File: src/sv/esp_ram.sv
// Generic simple dual-port RAM with one write port and one registered
// read port. Read data holds while no read is enabled. No dependencies.
`timescale 1ns / 1ps

module esp_ram #(
  parameter int WIDTH = 8,
  parameter int DEPTH = 16
) (
  input  logic                     clk,
  input  logic                     we,
  input  logic [$clog2(DEPTH)-1:0] waddr,
  input  logic [WIDTH-1:0]         wdata,
  input  logic                     re,
  input  logic [$clog2(DEPTH)-1:0] raddr,
  output logic [WIDTH-1:0]         rdata
);

  logic [WIDTH-1:0] mem [DEPTH];

  // Write port.
  always_ff @(posedge clk) begin
    if (we) begin
      mem[waddr] <= wdata;
    end
  end

  // Registered read port.
  always_ff @(posedge clk) begin
    if (re) begin
      rdata <= mem[raddr];
    end
  end

endmodule

File: config.mk
export PLATFORM = sky130hd
export DESIGN_NAME = esp_ram
export DESIGN_NICKNAME = d
export VERILOG_FILES = /design/src/sv/esp_ram.sv
export SDC_FILE = /design/constraint.sdc
export NUM_CORES = 1
export LEC_CHECK = 0
export BUFFER_PORTS_ARGS = -buffer_cell sky130_fd_sc_hd__buf_2
export CAP_MARGIN = 20
export CORE_UTILIZATION = 60
export CTS_BUF_LIST = sky130_fd_sc_hd__clkbuf_2
export DETAILED_ROUTE_END_ITERATION = 7
export PLACE_DENSITY = 0.78
export SETUP_SLACK_MARGIN = 0.1
export SYNTH_ARGS = -nofsm -noshare
export SYNTH_HDL_FRONTEND = slang
export SYNTH_SLANG_ARGS = --single-unit
File: constraint.sdc
create_clock -name clk -period 2.34 [get_ports clk]
set_input_delay 0.351 -clock clk [delete_from_list [all_inputs] [get_ports clk]]
set_output_delay 0.351 -clock clk [all_outputs]
set_load 0.005 [all_outputs]
# Word level (Yosys, flattened, before mapping)
# Memory sizes are Yosys's and may differ from the RTL's. A register that Yosys moved wholly into a read port is not among the register bits.
# Index checks and enable logic that the tools add are counted.
# op_classes
muxes	2
# ops
cell	count
$mux W1	2
# totals
mem_count	1
word_cells	3
reg_bits	0
output_inout_bits	8
input_bits	19
mem_bits_rw	128
# memory_table
name	depth	word_bits	rd	rd_ports_with_merged_regs	wr	line_no	rtl
mem	16	8	1	1	1	18	logic [WIDTH-1:0] mem [DEPTH];

# Longest topological paths before layout
# depth
word_depth	2
depth_mapped	5
mapped_depth_nobuf	3

# Least setup slack after synthesis
# No wires, ideal clock.
# synth_path
path_kind	input-to-reg
start	in waddr[2]
end	mem mem[0][0], enable pin
required_ns	1.957
setup_time_ns	0.383
cell_stages	2
path_buffers	0
path_slack_ns	0.496
t_arrival_ns	1.461
cell_sequence	or3b_2 nor3_1
# synth_lines
item	line_no	rtl
start: declaration	11	input logic [$clog2(DEPTH)-1:0] waddr,
end: declaration	18	
# Straight into the memory's write port.

# Worst setup path in the final report
# layout_path
start	reg rdata[2], read port of mem
end	out rdata[2]
# layout_lines
item	line_no	rtl
start: declaration	15	output logic [WIDTH-1:0] rdata
# No word-level cell between the ends.

==> results.md <==
- Outcome: finished, final reports clean
- Global-route wire length before repair: 14600 um
- Chip width: 95.3 um
- GRT overflow: 0
- Peak Freq: 631 MHz
- Reg2Reg Capture Point: rdata[0]
- Share of the synthesized area in the top cell type: 78.1%
- Via Count: 2521
- Mean Syn Cell Area: 22.8 um^2
- Post-synthesis sequential area ratio: 78.1%
- Port bufs: 26
- CP Buf/Inv Count: 1
- Count of nets after finishing: 302
- Power Density: 752 nW/um^2
- R2R setup slack: 820 ps
- Hold Crit Start: wdata[3]
- CTS Sinks: 136
- Number of synthesized flops with an enable pin: 136
- Largest net degree at the start of global routing: 33
- Crit path max-delay family: flip-flops
- Final Max Tran Viols: 0
- Synth cell types: 18
- Crit-path max cell delay: 450 ps
- Top cells by instance count after synthesis: edfxtp_1, mux4_2, a22oi_1, mux4_1, nor2_1
- Initial Util: 62.7%
- Cell with the most instances after synthesis: edfxtp_1
- Die ar.: 9090 um^2
- GRT Total Usage: 24.7%
- Routability cong.: 0.709
- Worst Setup End Kind: output pin
- Worst relative slew slack: 48.2%
- DR WL/cell: 24.7 um
- DP Worst Slack: 348 ps
- # resized after CTS: 0
- M1 GR Usage: 32.7%
- Main synth FF type: edfxtp_1
- IO Pins: 27
- Final cell count without fillers: 400
- Worst EP required: 1990 ps
- Setup crit start kind: flop
- Worst r2r src: mem[1][0]
- Detailed placement HPWL: 6140 um
- Clock Path Buffers: 2
- RSZ-0062 raised after global routing: no
- Min cycle time layout: 1590 ps
- Slew @ Worst Pin: 776 ps
- Placed instance area: 5560 um^2
- GR Util met2: 39.3%
- Crit path kind: reg -> out
- Mapped Cells: 229
- Die extent in y: 95.3 um
- Leak pwr: 1.95 nW
- Setup Buffers After CTS: 0
- #FFs+latches synth: 136
- Cells along the critical path: buf_2
- Met3 GRT Util: 6.38%
- Design Power: 4.38 mW
- Max cap viols: 0
- Share of synthesized flip-flops with an asynchronous set or reset: 0%
- Worst skew pair latency: 630 ps
- Clk_skew: 23.9 ps
- Worst hold path class: in -> reg
- Detailed Routing Iterations Pass 1: 6
- Hold Path Depth: 1
- Root buffer cell: clkbuf_2
- Dominant cells by area after synthesis: edfxtp_1, mux4_2, mux4_1
- DRC: 0
- # diodes: 0
- Placed Instances: 368
- Top Usage Layer GRT: met2
- CTS clk-pin slew, worst paths: 190 ps
- Hold Violations, Final: 0
- Most area-hungry cell type in the Yosys netlist: edfxtp_1
- Final setup TNS: 0 ps
- First DRT Iteration DRCs: 254
- Core area: 8340 um^2
- Cell with the largest stage delay on the worst path: edfxtp_1
- Num CTS Buffers: 17
- R2r worst-path depth: 3
- CTS tree: yes
- Vias per Instance: 6.30
- Share of layout cells above drive strength 1: 31.2%
- Final antenna-violating net count: 0
- Warnings, synthesis: 0
- Peak VDD IR: 352 uV
- Worst Path Max Fanout: 1
- Min-Delay Endpoint: mem[3][3]
- Setup violators final: 0
- Setup ws final: 754 ps
- Net count after synthesis: 248
- Period utilisation layout: 67.8%
- Vias in the first global route: 2544
- Syn-to-layout area delta: 11.3%
- FP Rows: 33
- Antenna violations before repair: 0
- H-tree depth: 4
- Cell Area, Synth: 5230 um^2
- Crit path arrival time: 1230 ps
- DRT Wirelength: 9870 um
- Finished Cell Area: 5820 um^2
-- cell families (layout without fill, tap and decap cells) --
group,Yosys count,after routing,synth area share [%]
AO/OA/AOI/OAI,16,16,2.30
flip-flops,136,136,78.1
multiplexers,32,32,14.8
AND/OR/NAND/NOR,35,35,3.14
buffers and inverters,10,76,1.65
-- stage by stage --
stage	utilization [%]	hold WS (ps)
global placement	66.7	730
floorplan	-	450
detailed placement	66.7	725
finish	69.7	71.9
CTS	69.6	12.4
global route	69.7	1.73
-- state kept, by name, summed over array words and instances, names as in the netlist --
register,cells
rdata,8
mem,128
-- layer usage --
layer	vias up	wire length [um]
met5	-	0
met4	0	187
met3	14	821
met2	135	5130
met1	1279	3730
li1	1093	-
-- placed cells by master (no fill, tap or decap) --
master / n
nor2_1: 13
clkbuf_2: 17
edfxtp_1: 136
nor2b_1: 1
a22oi_1: 16
or3b_2: 1
nor3_1: 4
buf_12: 2
buf_4: 16
buf_2: 26
mux4_1: 14
and2b_1: 1
clkinv_2: 3
nand2b_1: 2
dlygate4sd3_1: 1
nand2_1: 9
clkinv_4: 1
clkinv_1: 2
mux4_2: 18
nand3_1: 1
clkinvlp_4: 5
bufinv_16: 3
nand3b_1: 2
and2_1: 1
-- area by class of cell --
class                   instances  area (um^2)
repair buffers                 45          300
well taps                     105          131
flip-flops and latches        136         4080
clock inverters                14          159
multi-input cells              83         1060
fillers                       525         2520
clock buffers                  17         85.1
-- how the worst max path moves through the flow --
stage	start	end	slack, ps	cells past startpoint
6_report	rdata[2]	rdata[2]	750	1
5_1_grt	rdata[2]	rdata[2]	670	1
4_1_cts	rdata[2]	rdata[2]	700	1
3_5_place_dp	raddr[0]	rdata[0]	350	5
3_3_place_gp	raddr[0]	rdata[0]	350	5
2_1_floorplan	waddr[2]	mem[0][0]	500	2
-- timing repair --
| action | in CTS | in global routing |
|---|---|---|
| setup endpoints to repair | 0 | 0 |
| hold buffers | 0 | 1 |
| hold endpoints to repair | 0 | 3 |
-- report_power, final --
part           internal [mW]  total, mW  switching, mW
Clock                  0.575       1.37          0.796
Sequential              2.74       2.76         0.0159
Combinational          0.107      0.248          0.141
Total                   3.42       4.38          0.953
Power figures use the tool's default switching activity.
